[config.mk]
export PLATFORM = sky130hd
export DESIGN_NAME = ssmb_ctrl_flat
export DESIGN_NICKNAME = d
export VERILOG_FILES = /design/src/rtl/spi_slave_memory_bridge_defines.svh /design/src/rtl/ssmb_pkg.sv /design/src/rtl/ssmb_if.sv /design/src/rtl/ssmb_ctrl.sv /design/src/flat_wrapper.sv
export SDC_FILE = /design/constraint.sdc
export NUM_CORES = 1
export LEC_CHECK = 0
export BUFFER_PORTS_ARGS = -buffer_cell sky130_fd_sc_hd__buf_2
export CAP_MARGIN = 15
export CORE_MARGIN = 5
export CORE_UTILIZATION = 55
export DETAILED_ROUTE_END_ITERATION = 10
export PLACE_DENSITY = 0.76
export SLEW_MARGIN = 10
export SYNTH_ARGS = -nofsm -noshare
export SYNTH_HDL_FRONTEND = slang
export SYNTH_SLANG_ARGS = --single-unit
[constraint.sdc]
create_clock -name clk -period 5.5 [get_ports clk]
set_clock_uncertainty 0.15 [all_clocks]
set_input_delay 1.1 -clock clk [delete_from_list [all_inputs] [get_ports clk]]
set_output_delay 1.1 -clock clk [all_outputs]
set_load 0.02 [all_outputs]
[src/rtl/spi_slave_memory_bridge_defines.svh]
// Assertion macros shared by the bridge RTL.
// Expects signals named clk and rst in the using module.
`ifndef SPI_SLAVE_MEMORY_BRIDGE_DEFINES_SVH
`define SPI_SLAVE_MEMORY_BRIDGE_DEFINES_SVH

// Same-cycle property, checked outside reset.
`define SSMB_ASSERT(label, prop, msg) \
  label: assert property (@(posedge clk) disable iff (rst) (prop)) \
    else $error(msg);

// Antecedent this cycle, consequent on the next cycle.
`define SSMB_ASSERT_NEXT(label, ante, cons, msg) \
  label: assert property (@(posedge clk) disable iff (rst) (ante) |=> (cons)) \
    else $error(msg);

`endif

[src/rtl/ssmb_pkg.sv]
// Shared types and constants for the SPI slave memory bridge.
// No dependencies.
package ssmb_pkg;

  localparam logic [7:0] FILL_BYTE  = 8'hFF;
  localparam logic [3:0] ADDR_BYTES = 4'd4;

  localparam int CFG_IDX_W  = 2;
  localparam int CFG_DATA_W = 8;

  // Register indexes on the configuration channel
  localparam logic [CFG_IDX_W-1:0] CFG_READ_OPCODE  = 2'd0;
  localparam logic [CFG_IDX_W-1:0] CFG_WRITE_OPCODE = 2'd1;
  localparam logic [CFG_IDX_W-1:0] CFG_DUMMY_COUNT  = 2'd2;

  localparam logic [7:0] RESET_READ_OPCODE  = 8'h03;
  localparam logic [7:0] RESET_WRITE_OPCODE = 8'h02;
  localparam logic [3:0] RESET_DUMMY_COUNT  = 4'd4;

  typedef enum logic [6:0] {
    PH_OPCODE  = 7'b0000001,
    PH_ADDR_RD = 7'b0000010,
    PH_ADDR_WR = 7'b0000100,
    PH_DUMMY   = 7'b0001000,
    PH_RDATA   = 7'b0010000,
    PH_WDATA   = 7'b0100000,
    PH_IGNORE  = 7'b1000000
  } phase_t;

  // Memory access requested by the current item
  typedef struct packed {
    logic rd;
    logic wr;
  } mem_op_t;

endpackage

[src/rtl/ssmb_if.sv]


interface ssmb_cfg_if;
  logic                             valid;
  logic                             ready;
  logic [ssmb_pkg::CFG_IDX_W-1:0]   index;
  logic [ssmb_pkg::CFG_DATA_W-1:0]  data;

  modport source (output valid, output index, output data, input ready);
  modport sink   (input valid, input index, input data, output ready);
endinterface

[src/rtl/ssmb_ctrl.sv]
// Frame sequencer: configuration registers, phase, byte count and address.
// Issues at most one memory access per accepted item. Depends on ssmb_pkg, ssmb_if.
module ssmb_ctrl #(
  parameter int ADDR_W = 12
) (
  input  logic                clk,
  input  logic                rst,
  ssmb_cfg_if.sink            cfg,
  input  logic                fire,
  input  logic                first_in_frame,
  input  logic [7:0]          mosi_byte,
  output ssmb_pkg::mem_op_t   mem_op,
  output logic [ADDR_W-1:0]   mem_addr
);

  logic [7:0]        read_opcode;
  logic [7:0]        write_opcode;
  logic [3:0]        dummy_count;

  ssmb_pkg::phase_t  phase, phase_next;
  logic [3:0]        byte_count, byte_count_next;
  logic [ADDR_W-1:0] address, address_next;

  ssmb_pkg::phase_t  cur_phase;
  logic [3:0]        cur_count;
  logic [3:0]        count_inc;
  logic [ADDR_W+7:0] shifted;

  assign cfg.ready = 1'b1;

  always_ff @(posedge clk) begin
    if (rst) begin
      read_opcode  <= ssmb_pkg::RESET_READ_OPCODE;
      write_opcode <= ssmb_pkg::RESET_WRITE_OPCODE;
      dummy_count  <= ssmb_pkg::RESET_DUMMY_COUNT;
    end else if (cfg.valid) begin
      case (cfg.index)
        ssmb_pkg::CFG_READ_OPCODE:  read_opcode  <= cfg.data;
        ssmb_pkg::CFG_WRITE_OPCODE: write_opcode <= cfg.data;
        ssmb_pkg::CFG_DUMMY_COUNT:  dummy_count  <= cfg.data[3:0];
        default: ;
      endcase
    end
  end

  // A frame flag restarts the sequence at the opcode
  assign cur_phase = first_in_frame ? ssmb_pkg::PH_OPCODE : phase;
  assign cur_count = first_in_frame ? 4'd0 : byte_count;
  assign count_inc = cur_count + 4'd1;
  assign shifted   = {address, mosi_byte};

  always_comb begin
    phase_next      = cur_phase;
    byte_count_next = cur_count;
    address_next    = address;
    mem_op          = '0;
    case (cur_phase)
      ssmb_pkg::PH_OPCODE: begin
        byte_count_next = 4'd0;
        address_next    = '0;
        if (mosi_byte == read_opcode) begin
          phase_next = ssmb_pkg::PH_ADDR_RD;
        end else if (mosi_byte == write_opcode) begin
          phase_next = ssmb_pkg::PH_ADDR_WR;
        end else begin
          phase_next = ssmb_pkg::PH_IGNORE;
        end
      end
      ssmb_pkg::PH_ADDR_RD, ssmb_pkg::PH_ADDR_WR: begin
        // only the low address bits index the memory
        address_next    = shifted[ADDR_W-1:0];
        byte_count_next = count_inc;
        if (count_inc >= ssmb_pkg::ADDR_BYTES) begin
          byte_count_next = 4'd0;
          if (cur_phase == ssmb_pkg::PH_ADDR_WR) begin
            phase_next = ssmb_pkg::PH_WDATA;
          end else begin
            address_next[1:0] = 2'b00;
            phase_next = (dummy_count == 4'd0) ? ssmb_pkg::PH_RDATA : ssmb_pkg::PH_DUMMY;
          end
        end
      end
      ssmb_pkg::PH_DUMMY: begin
        byte_count_next = count_inc;
        if (count_inc >= dummy_count) begin
          byte_count_next = 4'd0;
          phase_next      = ssmb_pkg::PH_RDATA;
        end
      end
      ssmb_pkg::PH_RDATA: begin
        mem_op.rd    = 1'b1;
        address_next = address + ADDR_W'(1);
      end
      ssmb_pkg::PH_WDATA: begin
        mem_op.wr    = 1'b1;
        address_next = address + ADDR_W'(1);
      end
      default: begin
        phase_next = ssmb_pkg::PH_IGNORE;
      end
    endcase
  end

  assign mem_addr = address;

  always_ff @(posedge clk) begin
    if (rst) begin
      phase      <= ssmb_pkg::PH_OPCODE;
      byte_count <= 4'd0;
      address    <= '0;
    end else if (fire) begin
      phase      <= phase_next;
      byte_count <= byte_count_next;
      address    <= address_next;
    end
  end

endmodule
[src/flat_wrapper.sv]
// flat-port wrapper written by rule: the top's interface ports become plain ports
module ssmb_ctrl_flat 
#(
  parameter int ADDR_W = 12
)
  (clk, rst, fire, first_in_frame, mosi_byte, mem_op, mem_addr, cfg_valid, cfg_index, cfg_data, cfg_ready);
  ssmb_cfg_if cfg_i ();
  input  logic clk;
  input  logic rst;
  input  logic fire;
  input  logic first_in_frame;
  input  logic [7:0] mosi_byte;
  output ssmb_pkg::mem_op_t mem_op;
  output logic [ADDR_W-1:0] mem_addr;
  input wire logic [$bits(cfg_i.valid)-1:0] cfg_valid;
  input wire logic [$bits(cfg_i.index)-1:0] cfg_index;
  input wire logic [$bits(cfg_i.data)-1:0] cfg_data;
  output wire logic [$bits(cfg_i.ready)-1:0] cfg_ready;
  assign cfg_i.valid = cfg_valid;
  assign cfg_i.index = cfg_index;
  assign cfg_i.data = cfg_data;
  assign cfg_ready = cfg_i.ready;
  ssmb_ctrl #(.ADDR_W(ADDR_W)) u_core (.clk(clk), .rst(rst), .cfg(cfg_i), .fire(fire), .first_in_frame(first_in_frame), .mosi_byte(mosi_byte), .mem_op(mem_op), .mem_addr(mem_addr));
endmodule
**Word level (Yosys, flattened, before mapping)**

Index checks and enable logic that the tools add are counted.

- Bits in registers: 43
- Output and inout bits: 15
- Logic and storage cells: 46

- $add $sub $neg: 2
- Magnitude comparators: 2
- Eq/ne operators: 10
- Muxes and demuxes: 17
- Reductions and logical operators: 9

Operators by type and width:

| operator | number |
|---|---|
| two-way mux 7 bit | 6 |
| case mux 12 bit (3 select lines) | 1 |
| case mux 7 bit (4 select lines) | 1 |
| equality test 8 bit | 2 |
| adder 12 x 1 -> 12 bit (second input constant) | 1 |
| two-way mux 4 bit | 3 |
| case mux 4 bit (3 select lines) | 1 |
| AND reduction 2 bit | 4 |
| equality test 7 x 1 -> 1 bit (second input constant) | 1 |
| equality test 7 x 2 -> 1 bit (second input constant) | 1 |
| equality test 7 x 3 -> 1 bit (second input constant) | 1 |
| equality test 7 x 4 -> 1 bit (second input constant) | 1 |
| equality test 7 x 5 -> 1 bit (second input constant) | 1 |
| equality test 7 x 6 -> 1 bit (second input constant) | 1 |
| two-way mux 5 bit | 1 |
| adder 4 x 1 -> 4 bit (second input constant) | 1 |
| greater-or-equal comparator 4 x 3 -> 1 bit (second input constant) | 1 |
| greater-or-equal comparator 4 bit | 1 |
| logical NOT 4 bit | 1 |
| two-way mux 2 bit | 2 |
| OR reduction 2 bit | 2 |
| nonzero test 3 bit | 1 |
| equality test 2 x 1 -> 1 bit (second input constant) | 1 |
| equality test 2 bit (second input constant) | 1 |
| other kinds (2) | 3 |

**Depth between registers and ports, before layout**

Gate-level depths: netlist (run 1).

- Word-level depth: 5
- Depth in mapped cells: 10
- Gate-level depth less buffers: 9

**Least setup slack after synthesis (run 1)**

Ideal clock, no wire load.

- Path type: in2out
- Start point: input first_in_frame
- End point: output mem_op[0] (netlist name)
- Arrival time: 2.077 ns
- Required time: 4.250 ns
- Slack: 2.173 ns
- Stages on the path: 3
- Buffers on the path: 0
- Cells stage by stage: nor3_2 > nand2_1 > nor3b_1

RTL lines:

| item | line | RTL |
|---|---|---|
| start: declaration | flat_wrapper.sv:11 | `input logic first_in_frame;` |
| end: declaration | flat_wrapper.sv:13 | `output ssmb_pkg::mem_op_t mem_op;` |

==> results.cfg, run 1 <==
[sta]
drv_slew = 0
period_share_pct = 62.6
rsz0062_at_grt = no
tns_ps = 0
slew_headroom_pct = 44.5
min_period_ps = 3440
worst_pin_slew_ps = 832
finalSetupViolations = 0
final-hold-violation-count = 0
fmax_ghz = 0.290

[synthesis]
ys.flop_type = dfxtp_1
synth_fp_nets = 330
async_flop_share_pct = 0
netlist_area_um2 = 2490
synth_cell_type_count = 53
syn_inst = 303
synth.avg_cell_area_um2 = 8.22
yosysWarnings = 0
synth-edff-count = 0
ys_seq_area_share_pct = 34.6
ys_seq_elements = 43

[drt]
drc_errors = 0
drt-total-wl_um = 6030
ant_nets = 0
post_drt_wl_per_cell_um = 15.8
vias_per_cell = 5.96
via_count = 2272
drtPass1Iterations = 4
drt-initial-drc-count = 249

[clock_tree]
clkTransAtPathRegs_ps = 90
root_buffer = clkbuf_8
cts_setup_buffers = 0
numClockSinks = 43
cts_resized = 0
cts_max_path_buffers = 2
cts_buffers = 5
clock_latency_ps = 300
cts_htree_levels = 2
cts_tree = done
cts_hold_buffers = 0

[critical_path]
rr_endpoint = u_core.byte_count[3]
crit_path_end_kind = output pin
r2r-start = u_core.byte_count[0]
slowest_stage = nor3_2
cp_num_buf_inv = 2
critPathTopFamily = simple AND/OR/NAND/NOR gates
startpoint_type = primary input
crit_path_max_fanout = 12
critical_path_class = primary input to output pin
rrSetupSlack_ps = 3290
cp_cell_sequence = buf_2, nor3_2, nand2_1, nor3b_1, buf_2
required_ps = 4250
cp_data_arrival_time_ps = 2190
rr_worst_depth = 9
cpPeakStageDelay_ps = 320
crit_top_cell = buf_2

[placement]
place_congestion = 0.855
dp_hpwl_um = 4230
io_buffers = 36
place_area_um2 = 2660

[cells_and_area]
multi_input_area_um2 = 1510
layout_commonest_cell = dfxtp_1
final-seq-area_um2 = 861
drive_gt1_share_pct = 14.9
fillers = 396
final_cell_mix = 43 x dfxtp_1, 42 x nor2_1, 36 x buf_2
area_delta_synth_final_pct = 12.1
final_nets = 355
fin_area_um2 = 2790
diodes = 0

[worst_hold_path]
min_to = u_core.write_opcode[1]
min_from = u_core.write_opcode[1]
hp-class = flip-flop to flip-flop
hold_depth = 1

[die]
num_io_pins = 38
dieHeight_um = 77.3
rows = 24
core_area_um2 = 4380
die_area_um2 = 5970
die_width_um = 77.3
start_util_pct = 56.8

[grt]
use_met3_pct = 4.92
grt_pass1_wl_um = 10200
use_met1_pct = 27.4
grt_max_degree = 45
track_usage_pct = 20.6
grt_antenna_before_repair = 0
grt_pass1_vias = 2194
grt_busiest_layer = met2
use_met2_pct = 32.2
grt_overflow = 0

[power_and_ir_drop]
power_density_nw_per_um2 = 251
peakVddDrop_mv = 0.230
p_leak_uw = 0.00119

[outcome]
status = complete, no violations

[flow_run]
maxCapViolations = 0
cell families after synthesis:
group	share of synthesized area, %
other	0.151
buffers and inverters	4.87
adders and majority gates	2.01
muxes	6.43
xor gates and xnor gates	8.79
DFF	34.6
AOI/OAI and AO/OA	17.9
and+or+nand+nor	25.2
per-layer routing:
metal  wire length (um)  vias up
met5                  0        -
met1               2760     1045
met2               2780       70
li1                   -     1145
met3                367       12
met4                117        0
area by class of cell:
cell class,count,share of cell area (%)
flip-flops and latches,43,30.8
repair buffers,37,6.72
clock inverters,3,2.42
inverters,9,1.21
multi-input cells,232,54.0
clock buffers,5,2.47
well taps,52,2.33
power by group:
part	switching [uW]	total [uW]	internal (uW)
logic	46.5	76.3	29.8
clock network	115	296	181
registers	9.16	329	320
through the flow:
stage	utilization (%)	cells	hold slack (ps)	total power [uW]	setup slack, ps
floorplan	-	303	306	385	2170
global placement	60.6	373	321	409	2110
detailed placement	60.6	373	351	412	2080
CTS	63.7	381	371	706	2070
global route	63.7	381	402	734	1980
finish	63.7	381	375	702	2060
registers in the layout (all words and copies together) (netlist names):
name,flops
u_core.phase,7
u_core.byte_count,4
u_core.mem_addr,12
u_core.write_opcode,8
u_core.read_opcode,8
u_core.dummy_count,4
synthesized netlist by cell type (4+ instances only):
master    number  area share [%]
xor2_1        24             8.4
a211o_1        4             1.4
nand2_1       15             2.3
nor2b_1        6             1.5
nor2_1        42             6.3
clkbuf_1      12             1.8
a21oi_1       15             3.0
inv_1          8             1.2
dfxtp_1       43              35
nor4_1         7             1.8
ha_1           4             2.0
nor3_1        11             2.2
nand3_1       11             2.2
o21ai_1        9             1.8
a211oi_1       5             1.5
buf_2          4            0.80
nand4_1        4             1.0
nand2b_1       5             1.3
mux2i_1       16             6.4
a32oi_1        4             1.4
how the worst max path moves through the flow:
stage                              start   endpoint  slack, ps  cells past startpoint
after CTS                 first_in_frame  mem_op[0]       2070                      5
after global routing      first_in_frame  mem_op[0]       1980                      5
after detailed placement  first_in_frame  mem_op[0]       2080                      5
after floorplan           first_in_frame  mem_op[0]       2170                      3
final                     first_in_frame  mem_op[0]       2060                      5
after global placement    first_in_frame  mem_op[0]       2110                      5
(Power assumes the default switching activity.)
==> run 2: changes to the inputs <==
clock period = 3.6 ns   (was 5.5 ns; I/O delays follow)
==> run 2 against run 1 <==
Register-to-register slack worse by 1800 ps. Combinational power rose by 52%. Utilization is 1.1 points lower. Routed wire length decreased by 6.2%. Sequential power grew 53%. Die area unchanged. Setup slack worse by 1100 ps. Largest cell class unchanged. Final cell count stayed put.
==> results.cfg, run 2 (synthesized netlist as in run 1, its figures left out) <==
[cells_and_area]
final_nets = 355
final_cell_mix = 43 x dfxtp_1, 42 x nor2_1, 36 x buf_2
largest_reg_flops = 12
fillers = 390
area_delta_synth_final_pct = 10.2
layout_commonest_cell = dfxtp_1
diodes = 0
drive_gt1_share_pct = 14.9
fin_util_pct = 62.6

[grt]
grt_antenna_before_repair = 0
grt_max_degree = 45
track_usage_pct = 18.7
grt_overflow = 0
grt_pass1_vias = 2016
grt_pass1_wl_um = 9310

[critical_path]
cp_data_arrival_time_ps = 1810
r2r-start = u_core.byte_count[0]
required_ps = 2730
rrSetupSlack_ps = 1450
crit_path_end_kind = output pin
rr_endpoint = u_core.phase[4]
startpoint_type = primary input
critical_path_class = primary input to output pin
rr_worst_depth = 9
crit_path_max_fanout = 12

[drt]
drt-total-wl_um = 5660
met3WireLength_um = 361
ant_nets = 0
drtPass1Iterations = 4
routed.top_layer = met4
drc_errors = 0
drt-initial-drc-count = 267
via_count = 2266
vias_per_cell = 5.95
wl_met1_um = 2660
post_drt_wl_per_cell_um = 14.9
routed-wl-met2_um = 2560

[sta]
fmax_ghz = 0.373
tns_ps = 0
drv_slew = 0
slew_headroom_pct = 45.9
rsz0062_at_grt = no
holdWs_ps = 350
final-hold-violation-count = 0
period_share_pct = 74.4
min_period_ps = 2680
finalSetupViolations = 0
worst_pin_slew_ps = 812

[power_and_ir_drop]
power.total_uw = 932
peakVddDrop_mv = 0.208
p_leak_uw = 0.00116
power_density_nw_per_um2 = 340

[clock_tree]
root_buffer = clkbuf_8
cts_htree_levels = 2
numClockSinks = 43
cts_resized = 0
cts_setup_buffers = 0
cts_hold_buffers = 0
clkTransAtPathRegs_ps = 80
cts_buffers = 5
clock_latency_ps = 300
cts_tree = done
cts_max_path_buffers = 2

[placement]
io_buffers = 36
place_congestion = 0.855
dp_hpwl_um = 4050

[die]
die_width_um = 77.3
num_io_pins = 38
start_util_pct = 56.8
core_area_um2 = 4380
rows = 24
die_area_um2 = 5970
dieHeight_um = 77.3

[worst_hold_path]
min_to = u_core.write_opcode[1]
min_from = u_core.write_opcode[1]
hp-class = flip-flop to flip-flop
hold_depth = 1

[flow_run]
maxCapViolations = 0

[outcome]
status = complete, no violations
run 2: stage by stage:
stage	setup WS [ps]	instance area (um2)	std cells
3_3_place_gp	967	2660	373
6_report	922	2740	381
2_1_floorplan	1030	2490	303
5_1_grt	781	2740	381
3_5_place_dp	937	2660	373
4_1_cts	933	2740	381
run 2: critical path, cell delays in order:
cell     delay, ps
buf_2          160
nor3_2         310
nand2_1        130
nor3b_1        270
buf_2          220
run 2: worst max-delay path by stage:
stage | slack [ps] | startpoint | cells past startpoint | to
finish | 920 | first_in_frame | 5 | mem_op[1]
global route | 780 | first_in_frame | 5 | mem_op[0]
CTS | 930 | first_in_frame | 5 | mem_op[1]
detailed placement | 940 | first_in_frame | 5 | mem_op[1]
global placement | 970 | first_in_frame | 5 | mem_op[0]
floorplan | 1030 | first_in_frame | 3 | mem_op[0]
run 2: where the power goes:
group	total, uW	switching (uW)	internal [uW]
Combinational	116	70.2	45.4
Sequential	502	13.5	489
Clock	314	179	135
run 2: final cells by class:
| type | count | area (um2) | area share [%] |
|---|---|---|---|
| inverter | 9 | 33.8 | 1.23 |
| clock inverter | 3 | 20.0 | 0.730 |
| multi-input combinational | 232 | 1510 | 54.9 |
| sequential | 43 | 861 | 31.4 |
| clock buffer | 5 | 68.8 | 2.51 |
| timing repair buffer | 37 | 188 | 6.84 |
| tap | 52 | 65.1 | 2.37 |
run 2: layer usage:
layer  vias to the layer above  GRT usage (%)
met5                         -              0
met4                         0           6.01
met3                         5           4.22
met2                        73           28.8
met1                      1049           25.7
li1                       1139              -
